## src/fwm_pkg.sv

```systemverilog
// fwm_pkg: shared types, constants and helpers for the fuzzy word matcher
// used by fwm_cell and fuzzy_word_matcher; no dependencies
`default_nettype none

package fwm_pkg;

  localparam int CHAR_W = 16;
  localparam int LEN_W  = 6;
  localparam int GAP_W  = 6;
  localparam int TYPO_W = 2;
  localparam int CFG_W  = 6;

  localparam int MAX_TERM_DEF     = 32;
  localparam int LONGEST_WORD_DEF = 63;
  localparam int POS_BITS_DEF     = 10;

  localparam logic OP_TERM = 1'b0;
  localparam logic OP_WORD = 1'b1;

  localparam logic REG_GAPS  = 1'b0;
  localparam logic REG_TYPOS = 1'b1;

  typedef enum logic [1:0] {
    Q_NONE  = 2'd0,
    Q_EXACT = 2'd1,
    Q_FUZZY = 2'd2
  } quality_t;

  // token that walks the cell row, one cell per cycle
  typedef struct packed {
    logic              valid;
    logic [CHAR_W-1:0] ch;      // word character
    logic [CHAR_W-1:0] prev;    // previous word character
    logic              pos1;    // word position at least one
    logic [LEN_W-1:0]  n;       // term length
    logic [LEN_W-1:0]  ocnt;    // ordered match count before this character
    logic [1:0]        fresh;   // new distance of left neighbor
    logic [1:0]        dold;    // old distance of left neighbor
    logic [1:0]        oleft;   // older distance of left neighbor
    logic [1:0]        o2;      // older distance two cells back
    logic [CHAR_W-1:0] tl;      // term character of left neighbor
    logic              tl_ok;   // left neighbor holds a term character
    logic              hl;      // old prefix hit of left neighbor
    logic              ohit;    // ordered match advanced
    logic              hitn;    // full-term prefix hit
    logic [1:0]        dn;      // new distance at row n
  } fwm_tok_t;

  // broadcast control from the sequencer to every cell
  typedef struct packed {
    logic              clear;
    logic              wr_en;
    logic [LEN_W-1:0]  wr_idx;
    logic [CHAR_W-1:0] wr_char;
  } fwm_ctl_t;

  function automatic logic [1:0] inc3(input logic [1:0] v);
    inc3 = (v == 2'd3) ? 2'd3 : v + 2'd1;
  endfunction

  function automatic logic [1:0] add3(input logic [1:0] v, input logic b);
    add3 = b ? inc3(v) : v;
  endfunction

  function automatic logic [1:0] min2(input logic [1:0] a, input logic [1:0] b);
    min2 = (a < b) ? a : b;
  endfunction

endpackage

`default_nettype wire

```

## src/fuzzy_word_matcher.sv

```systemverilog
// fuzzy_word_matcher: top level; term loading, word sequencing, cell row and result
// register; depends on fwm_pkg and fwm_cell
// a term character within the row's capacity is written into its cell as it is accepted;
// a word character walks the row of MAX_TERM cells one cell per cycle, and no new request
// is taken until its token has left the row and, for a final character, the result register is free
// synchronous active-high reset empties the term, clears word state and both registers
`default_nettype none

module fuzzy_word_matcher import fwm_pkg::*; #(
  parameter int MAX_TERM     = MAX_TERM_DEF,
  parameter int LONGEST_WORD = LONGEST_WORD_DEF,
  parameter int POS_BITS     = POS_BITS_DEF
) (
  input  wire logic              clk,
  input  wire logic              rst,
  // configuration writes
  input  wire logic              cfg_we,
  input  wire logic              cfg_index,
  input  wire logic [CFG_W-1:0]  cfg_data,
  // request channel
  input  wire logic              in_valid,
  output logic                   in_ready,
  input  wire logic              opcode,
  input  wire logic [CHAR_W-1:0] character,
  input  wire logic              final_char,
  // result channel
  output logic                   out_valid,
  input  wire logic              out_ready,
  output logic [1:0]             quality
);

  localparam logic [LEN_W-1:0]    MAX_TERM_L = LEN_W'(MAX_TERM);
  localparam logic [POS_BITS-1:0] POS_MAX    = {POS_BITS{1'b1}};
  localparam logic [POS_BITS:0]   LONGEST_L  = (POS_BITS + 1)'(LONGEST_WORD);

  typedef enum logic [1:0] {
    S_IDLE,
    S_RUN,
    S_FINISH
  } state_t;

  state_t state;

  // configuration
  logic [GAP_W-1:0]  gaps_allowed;
  logic [TYPO_W-1:0] typos_allowed;

  // term bookkeeping (characters live in the cells)
  logic [LEN_W-1:0] term_length;
  logic             term_complete;

  // word state kept in the sequencer
  logic                exact_seen;
  logic [CHAR_W-1:0]   previous_char;
  logic [LEN_W-1:0]    ordered_count;
  logic [POS_BITS-1:0] ordered_last_pos;
  logic                ordered_dead;
  logic [POS_BITS-1:0] word_position;

  // word character in flight
  logic              cur_fin;
  logic [CHAR_W-1:0] cur_char;

  // what the token brought back from the end of the row
  logic       ex_ohit;
  logic       ex_hitn;
  logic [1:0] ex_dn;

  // token launched into the row, and the row itself
  fwm_tok_t launch;
  fwm_tok_t tok [MAX_TERM+1];
  fwm_ctl_t ctl;

  logic accept;
  logic term_req;
  logic word_req;
  logic out_free;
  logic finish_word;

  // term write address: a term character after a complete term restarts at zero
  logic [LEN_W-1:0] wr_base;

  // finishing arithmetic
  logic                exact_n;
  logic [LEN_W-1:0]    ocount_n;
  logic [POS_BITS-1:0] olast_n;
  logic                odead_n;
  logic [POS_BITS:0]   last_plus;
  logic [POS_BITS:0]   n_ext;
  logic [POS_BITS:0]   gap;
  logic [POS_BITS:0]   word_len;
  logic [POS_BITS:0]   len_diff;
  logic [1:0]          typo_lim;
  logic                fuzzy_order;
  logic                fuzzy_typo;
  quality_t            q_next;

  assign in_ready = (state == S_IDLE) && !rst;
  assign accept   = in_valid && in_ready;
  assign term_req = accept && (opcode == OP_TERM);
  assign word_req = accept && (opcode == OP_WORD);
  assign out_free = !out_valid || out_ready;
  // a final character waits here until the result register is free
  assign finish_word = (state == S_FINISH) && (!cur_fin || out_free);
  assign wr_base = term_complete ? '0 : term_length;
  assign tok[0]  = launch;

  always_comb begin
    ctl.wr_en   = term_req && (wr_base < MAX_TERM_L);
    ctl.wr_idx  = wr_base;
    ctl.wr_char = character;
    ctl.clear   = term_req || (finish_word && cur_fin);
  end

  // saturated distances of row zero
  function automatic logic [1:0] sat_pos(input logic [POS_BITS-1:0] p);
    sat_pos = (p >= POS_BITS'(3)) ? 2'd3 : p[1:0];
  endfunction

  // cell row
  genvar gi;
  generate
    for (gi = 1; gi <= MAX_TERM; gi++) begin : g_cell
      fwm_cell #(.IDX(gi)) u_cell (
        .clk  (clk),
        .rst  (rst),
        .ctl  (ctl),
        .tin  (tok[gi-1]),
        .tout (tok[gi])
      );
    end
  endgenerate

  // result of a finished word character
  always_comb begin
    exact_n  = exact_seen || ex_hitn;
    ocount_n = ordered_count;
    olast_n  = ordered_last_pos;
    odead_n  = ordered_dead;
    if (word_position == '0) begin
      // first letter must be the term's first letter
      if (term_length == '0 || !ex_ohit) begin
        odead_n = 1'b1;
      end else begin
        ocount_n = LEN_W'(1);
        olast_n  = '0;
      end
    end else if (!ordered_dead && ex_ohit) begin
      ocount_n = ordered_count + LEN_W'(1);
      olast_n  = word_position;
    end

    n_ext     = (POS_BITS + 1)'(term_length);
    last_plus = {1'b0, olast_n} + (POS_BITS + 1)'(1);
    gap       = (last_plus >= n_ext) ? last_plus - n_ext : '0;
    fuzzy_order = !odead_n && (ocount_n == term_length) &&
                  (gap <= (POS_BITS + 1)'(gaps_allowed));

    word_len = {1'b0, word_position} + (POS_BITS + 1)'(1);
    len_diff = (word_len > n_ext) ? word_len - n_ext : n_ext - word_len;
    typo_lim = (typos_allowed > 2'd2) ? 2'd2 : typos_allowed;
    fuzzy_typo = (typo_lim != 2'd0) && (word_len <= LONGEST_L) &&
                 (len_diff <= (POS_BITS + 1)'(typo_lim)) && (ex_dn <= typo_lim);

    q_next = Q_NONE;
    if (term_complete && term_length != '0) begin
      if (exact_n) begin
        q_next = Q_EXACT;
      end else if (fuzzy_order || fuzzy_typo) begin
        q_next = Q_FUZZY;
      end
    end
  end

  // sequencer and registered outputs
  always_ff @(posedge clk) begin
    if (rst) begin
      state            <= S_IDLE;
      gaps_allowed     <= '0;
      typos_allowed    <= '0;
      term_length      <= '0;
      term_complete    <= 1'b0;
      exact_seen       <= 1'b0;
      previous_char    <= '0;
      ordered_count    <= '0;
      ordered_last_pos <= '0;
      ordered_dead     <= 1'b0;
      word_position    <= '0;
      out_valid        <= 1'b0;
      quality          <= Q_NONE;
      launch           <= '0;
      cur_fin          <= 1'b0;
      cur_char         <= '0;
      ex_ohit          <= 1'b0;
      ex_hitn          <= 1'b0;
      ex_dn            <= '0;
    end else begin
      if (cfg_we) begin
        case (cfg_index)
          REG_GAPS:  gaps_allowed  <= cfg_data[GAP_W-1:0];
          REG_TYPOS: typos_allowed <= cfg_data[TYPO_W-1:0];
          default:   gaps_allowed  <= gaps_allowed;
        endcase
      end

      if (out_valid && out_ready) begin
        out_valid <= 1'b0;
      end

      launch.valid <= 1'b0;

      case (state)
        S_IDLE: begin
          if (term_req) begin
            if (wr_base < MAX_TERM_L) begin
              term_length <= wr_base + LEN_W'(1);
            end else begin
              term_length <= wr_base;
            end
            term_complete    <= final_char;
            // any term character abandons the word in progress
            exact_seen       <= 1'b0;
            previous_char    <= '0;
            ordered_count    <= '0;
            ordered_last_pos <= '0;
            ordered_dead     <= 1'b0;
            word_position    <= '0;
          end else if (word_req) begin
            // launch a token into the row, carrying row zero of the matrix
            launch.valid <= 1'b1;
            launch.ch    <= character;
            launch.prev  <= previous_char;
            launch.pos1  <= (word_position != '0);
            launch.n     <= term_length;
            launch.ocnt  <= (word_position == '0) ? '0 : ordered_count;
            launch.fresh <= (word_position >= POS_BITS'(2)) ? 2'd3
                            : word_position[1:0] + 2'd1;
            launch.dold  <= sat_pos(word_position);
            launch.oleft <= (word_position == '0) ? 2'd0
                            : sat_pos(word_position - POS_BITS'(1));
            launch.o2    <= '0;
            launch.tl    <= '0;
            launch.tl_ok <= 1'b0;
            launch.hl    <= 1'b1;
            launch.ohit  <= 1'b0;
            launch.hitn  <= 1'b0;
            launch.dn    <= '0;
            cur_fin      <= final_char;
            cur_char     <= character;
            state        <= S_RUN;
          end
        end

        S_RUN: begin
          if (tok[MAX_TERM].valid) begin
            ex_ohit <= tok[MAX_TERM].ohit;
            ex_hitn <= tok[MAX_TERM].hitn;
            ex_dn   <= tok[MAX_TERM].dn;
            state   <= S_FINISH;
          end
        end

        S_FINISH: begin
          if (finish_word) begin
            state <= S_IDLE;
            if (cur_fin) begin
              out_valid        <= 1'b1;
              quality          <= q_next;
              exact_seen       <= 1'b0;
              previous_char    <= '0;
              ordered_count    <= '0;
              ordered_last_pos <= '0;
              ordered_dead     <= 1'b0;
              word_position    <= '0;
            end else begin
              exact_seen       <= exact_n;
              ordered_count    <= ocount_n;
              ordered_last_pos <= olast_n;
              ordered_dead     <= odead_n;
              previous_char    <= cur_char;
              if (word_position != POS_MAX) begin
                word_position <= word_position + POS_BITS'(1);
              end
            end
          end
        end

        default: begin
          state <= S_IDLE;
        end
      endcase
    end
  end

  // the token leaves the row only while the sequencer waits for it
  assert property (@(posedge clk) disable iff (rst)
    tok[MAX_TERM].valid |-> state == S_RUN)
    else $error("token left the cell row outside of a word step");

  // a result is only ever raised when a word step finishes
  assert property (@(posedge clk) disable iff (rst)
    $rose(out_valid) |-> $past(state) == S_FINISH && $past(cur_fin))
    else $error("result raised without a finished final character");

  // an accepted word character launches exactly one token
  assert property (@(posedge clk) disable iff (rst)
    word_req |=> tok[0].valid && state == S_RUN)
    else $error("word character accepted without a token");

  // stored term length never passes the cell count
  assert property (@(posedge clk) disable iff (rst)
    term_length <= MAX_TERM_L)
    else $error("term length beyond the cell row");

endmodule

`default_nettype wire

```

## src/fwm_cell.sv

```systemverilog
// fwm_cell: one term position; holds its term character, distance pair and prefix hit
// depends on fwm_pkg
`default_nettype none

module fwm_cell import fwm_pkg::*; #(
  parameter int IDX = 1
) (
  input  wire logic     clk,
  input  wire logic     rst,
  input  wire fwm_ctl_t ctl,
  input  wire fwm_tok_t tin,
  output fwm_tok_t      tout
);

  localparam logic [LEN_W-1:0] IDX_L  = LEN_W'(IDX);
  localparam logic [LEN_W-1:0] IDX_M1 = LEN_W'(IDX - 1);
  localparam logic [1:0]       INIT   = (IDX > 3) ? 2'd3 : 2'(IDX);

  logic [CHAR_W-1:0] term_char;
  logic [1:0]        dcur;
  logic [1:0]        older;
  logic              hit;

  logic       match;
  logic [1:0] dist_next;
  logic       hit_next;
  logic       at_n;
  fwm_tok_t   tnext;

  always_comb begin
    match     = (term_char == tin.ch);
    dist_next = min2(min2(inc3(dcur), inc3(tin.fresh)), add3(tin.dold, !match));
    // adjacent swap
    if (tin.tl_ok && tin.pos1 && term_char == tin.prev && tin.tl == tin.ch) begin
      dist_next = min2(dist_next, inc3(tin.o2));
    end
    hit_next = tin.hl && match;
    at_n     = (IDX_L == tin.n);

    tnext       = tin;
    tnext.fresh = dist_next;
    tnext.dold  = dcur;
    tnext.oleft = older;
    tnext.o2    = tin.oleft;
    tnext.tl    = term_char;
    tnext.tl_ok = 1'b1;
    tnext.hl    = hit;
    if (tin.ocnt == IDX_M1 && IDX_L <= tin.n && match) begin
      tnext.ohit = 1'b1;
    end
    if (at_n) begin
      tnext.hitn = tin.hitn | hit_next;
      tnext.dn   = dist_next;
    end
  end

  always_ff @(posedge clk) begin
    if (ctl.wr_en && ctl.wr_idx == IDX_M1) begin
      term_char <= ctl.wr_char;
    end
  end

  always_ff @(posedge clk) begin
    if (rst || ctl.clear) begin
      dcur  <= INIT;
      older <= INIT;
      hit   <= 1'b0;
    end else if (tin.valid) begin
      dcur  <= dist_next;
      older <= dcur;
      hit   <= hit_next;
    end
  end

  always_ff @(posedge clk) begin
    if (rst) begin
      tout <= '0;
    end else begin
      tout <= tnext;
    end
  end

endmodule

`default_nettype wire

```

## config.mk

```make
export PLATFORM = sky130hd
export DESIGN_NAME = fuzzy_word_matcher
export DESIGN_NICKNAME = d
export VERILOG_FILES = /design/src/fwm_pkg.sv /design/src/fuzzy_word_matcher.sv /design/src/fwm_cell.sv
export SDC_FILE = /design/constraint.sdc
export NUM_CORES = 2
export LEC_CHECK = 0
export ABC_AREA = 1
export BUFFER_PORTS_ARGS = -buffer_cell sky130_fd_sc_hd__buf_2
export CAP_MARGIN = 20
export CORE_MARGIN = 2
export CORE_UTILIZATION = 30
export CTS_CLUSTER_DIAMETER = 100
export DETAILED_ROUTE_END_ITERATION = 7
export PLACE_DENSITY = 0.44
export SYNTH_ARGS = -nofsm -noshare
export SYNTH_HDL_FRONTEND = slang
export SYNTH_SLANG_ARGS = --single-unit
```

## constraint.sdc

```tcl
create_clock -name clk -period 8 [get_ports clk]
set_input_delay 0.4 -clock clk [delete_from_list [all_inputs] [get_ports clk]]
set_output_delay 0.4 -clock clk [all_outputs]
set_load 0.05 [all_outputs]
```

==> qor.yml <==
synth.area.top_cells: "dfxtp_1, edfxtp_1, nor2_1, inv_1, nand2_1"
yosysUniqueCellTypes: 65
rsz0062_at_grt: "no"
area_growth_pct: 15.7
rows: 229
rrSetupSlack_ns: 2.25
firstDrtPassIters: 5
grt_max_degree: 207
crit_type: "reg2reg"
die_w_um: 628
synth_area_leader_cell: "dfxtp_1"
netlist_top_cells_count: "nor2_1, inv_1, dfxtp_1"
reg2reg_to: "quality[1]$_SDFFE_PP0P_"
setup_viol: 0
min_path_type: "in2reg"
critPathLaunch: "word_position[0]$_SDFFE_PP0P_"
route.detailed.drc: 0
crit_top_cell: "nand2_1"
drive_above_1_share_pct: 5.51
cellPowerDensity_nw_per_um2: 249
cts_tree: "done"
worst_pin_slew_ns: 1.12
via_per_inst: 4.37
htree_levels: 5
hold_viol: 0
ant_nets: 0
fin_crit_ns: 5.75
final_cells: 19100
path_clk_slew_ns: 0.06
async_flop_share_pct: 0
finClkSkew_ns: 0.0745
worstSetupStartpointType: "flop"
nets: 13900
grt_use_total_pct: 18.0
numCtsBuffers: 343
synth_cells: 13400
period_share_pct: 71.9
synthesis.nets: 13700
routed-via-count: 83500
place.gp.congestion: 0.889
port_buffers: 33
post_drt_wl_per_cell_um: 19.1
syn_area_per_cell_um2: 8.71
cts_setup_buffers: 0
worst-r2r-cell-count: 40
drv_slew: 0
fillers: 40700
overflow: 0
status: "completed"
syn_area_um2: 117000
max_freq_mhz: 174
max_slew_margin_pct: 23.9
critPathRequiredTime_ns: 8.83
clock_power_share_pct: 48.0
cp_max_fo: 17
grt_pass1_vias: 82300
synth_flop_cell: "dfxtp_1"
drtIter0Drc: 6484
synth-edff-count: 512
seq_power_share_pct: 48.3
slowest_stage: "dfxtp_1"
clockBufferDepth: 4
cts_sinks: 3118
cp-endpoint: "quality[1]$_SDFFE_PP0P_"
vdd_ir_drop_max_uv: 160
place_inst: 18400
design.die.area_um2: 395000
crit_path_max_incr_delay_ns: 0.62
combPwrFrac_pct: 3.8
p_leak_nw: 55.7
start_util_pct: 30.1
num_io_pins: 34
die_h_um: 628
antenna_found_initial: 21
yosysTopAreaCellShare_pct: 44.6
cts_resized: 0
cp.arrival_ns: 6.58
end_kind: "flop"
cts-root-buf: "clkbuf_16"
power.share.switching_pct: 22.8
synth_seq_cells: 3118
core_um2: 389000
maxCapViolations: 0
yosysSeqAreaShare_pct: 57.8
power_report.internal_total_mw: 26.0
place_hpwl_um: 270000
rr_startpoint: "word_position[0]$_SDFFE_PP0P_"
wl_um: 365000
p_switching_mw: 7.67
yosys_warnings: 0
grt_pass1_wl_um: 539000
clk_latency_ns: 0.96
finalSetupTns_ns: 0
synth.most_common_cell: "nor2_1"
## registers in the layout (all words and copies together), names as in the netlist, 10 cells and up
| signal | cells |
|---|---|
| launch | 53 |
| word_position | 10 |
| g_cell.u_cell.hit | 31 |
| ordered_last_pos | 10 |
| previous_char | 16 |
| g_cell.u_cell.dcur | 64 |
| g_cell.u_cell.older | 60 |
| g_cell.u_cell.term_char | 512 |
| g_cell.u_cell.tout | 2329 |
## layout make-up
| type | instances | area (um2) | share of cell area (%) |
|---|---|---|---|
| Sequential cell | 3118 | 67500 | 50.0 |
| Multi-Input combinational cell | 7298 | 38100 | 28.2 |
| Timing Repair Buffer | 157 | 1300 | 0.961 |
| Antenna cell | 10 | 25.0 | 0.0185 |
| Clock buffer | 512 | 10200 | 7.53 |
| Clock inverter | 129 | 1390 | 1.03 |
| Tap cell | 5197 | 6500 | 4.81 |
| Inverter | 2680 | 10100 | 7.45 |
## cell usage in the layout, fill, tap and decap left out, types with 42 or more instances in the layout
cell,count
dfxtp_1,2605
o2111ai_1,69
o22ai_1,187
clkbuf_16,359
nor2_1,2779
nand3_1,272
a21oi_1,420
nand2_1,1249
clkbuf_1,91
xnor2_1,376
inv_1,2636
buf_4,98
xor2_1,374
nor3_1,129
clkinv_1,45
edfxtp_1,512
o211ai_1,77
a221oi_1,42
o21ai_0,457
nand4_1,170
nor4_1,143
clkinv_2,53
ha_1,227
clkbuf_8,62
a211oi_1,65
## how the worst min path moves through the flow
stage                                                     start                                   endpoint  slack [ns]  cells past startpoint
after floorplan            g_cell[9].u_cell.tout[24]$_SDFF_PP0_      g_cell[10].u_cell.tout[22]$_SDFF_PP0_        0.39                      2
after global placement     g_cell[7].u_cell.tout[25]$_SDFF_PP0_       g_cell[8].u_cell.tout[23]$_SDFF_PP0_        0.39                      2
after detailed placement  g_cell[30].u_cell.tout[25]$_SDFF_PP0_      g_cell[31].u_cell.tout[23]$_SDFF_PP0_        0.39                      2
after CTS                                         character[12]  g_cell[11].u_cell.term_char[12]$_DFFE_PP_        0.10                      2
after global routing                              character[12]  g_cell[11].u_cell.term_char[12]$_DFFE_PP_        0.17                      2
final                                             character[12]  g_cell[11].u_cell.term_char[12]$_DFFE_PP_        0.21                      2
## power by group through the flow
| stage | clock network [mW] | registers, mW | logic, mW |
|---|---|---|---|
| floorplan | 0 | 16.5 | 0.799 |
| global placement | 0 | 16.6 | 1.25 |
| detailed placement | 0 | 16.6 | 1.26 |
| CTS | 16.5 | 16.2 | 1.28 |
| global route | 17.1 | 16.2 | 1.44 |
| finish | 16.1 | 16.2 | 1.26 |
## what timing repair did
action | CTS | global route
endpoints found under the hold margin | 215 | 0
setup endpoints to repair | 0 | 0
hold buffers | 37 | 0
## layer usage
metal | up-vias | track usage (%) | wire, um
met5 | - | 0 | 0
met4 | 0 | 4.78 | 9160
met3 | 482 | 1.79 | 15900
met2 | 1663 | 27.5 | 156000
met1 | 39300 | 26.8 | 184000
li1 | 42100 | - | -
## per-stage QoR
step,util (%),hold slack [ns],power [mW],setup slack [ns],area [um2]
after CTS,34.8,0.101,34.0,2.12,135000
after floorplan,-,0.388,17.3,3.33,117000
after detailed placement,31.7,0.392,17.8,2.13,123000
after global placement,31.7,0.393,17.8,1.94,123000
final,34.8,0.215,33.6,2.25,135000
after global routing,34.8,0.169,34.8,1.57,135000
## logic make-up (layout without fill, tap and decap cells)
group / after synthesis / count (layout) / share of synthesized area (%)
multiplexers: 12 / 12 / 0.103
AND/OR/NAND/NOR: 4868 / 4868 / 17.1
XOR/XNOR: 751 / 751 / 5.63
adder cells (fa/ha/maj): 230 / 230 / 2.48
flip-flops: 3118 / 3118 / 57.8
AO/OA/AOI/OAI: 1437 / 1437 / 7.29
other: 0 / 10 / 0
buffers and inverters: 2995 / 3478 / 9.64
## critical path: cells and delay by family, from the launching register on
kind | cells | cell delay (ns)
adders and majority gates | 4 | 1.06
DFF | 1 | 0.62
buffers and inverters | 5 | 0.57
and+or+nand+nor | 24 | 2.32
AOI/OAI and AO/OA | 7 | 1.10
No activity file was read; power rests on OpenSTA's default activity.
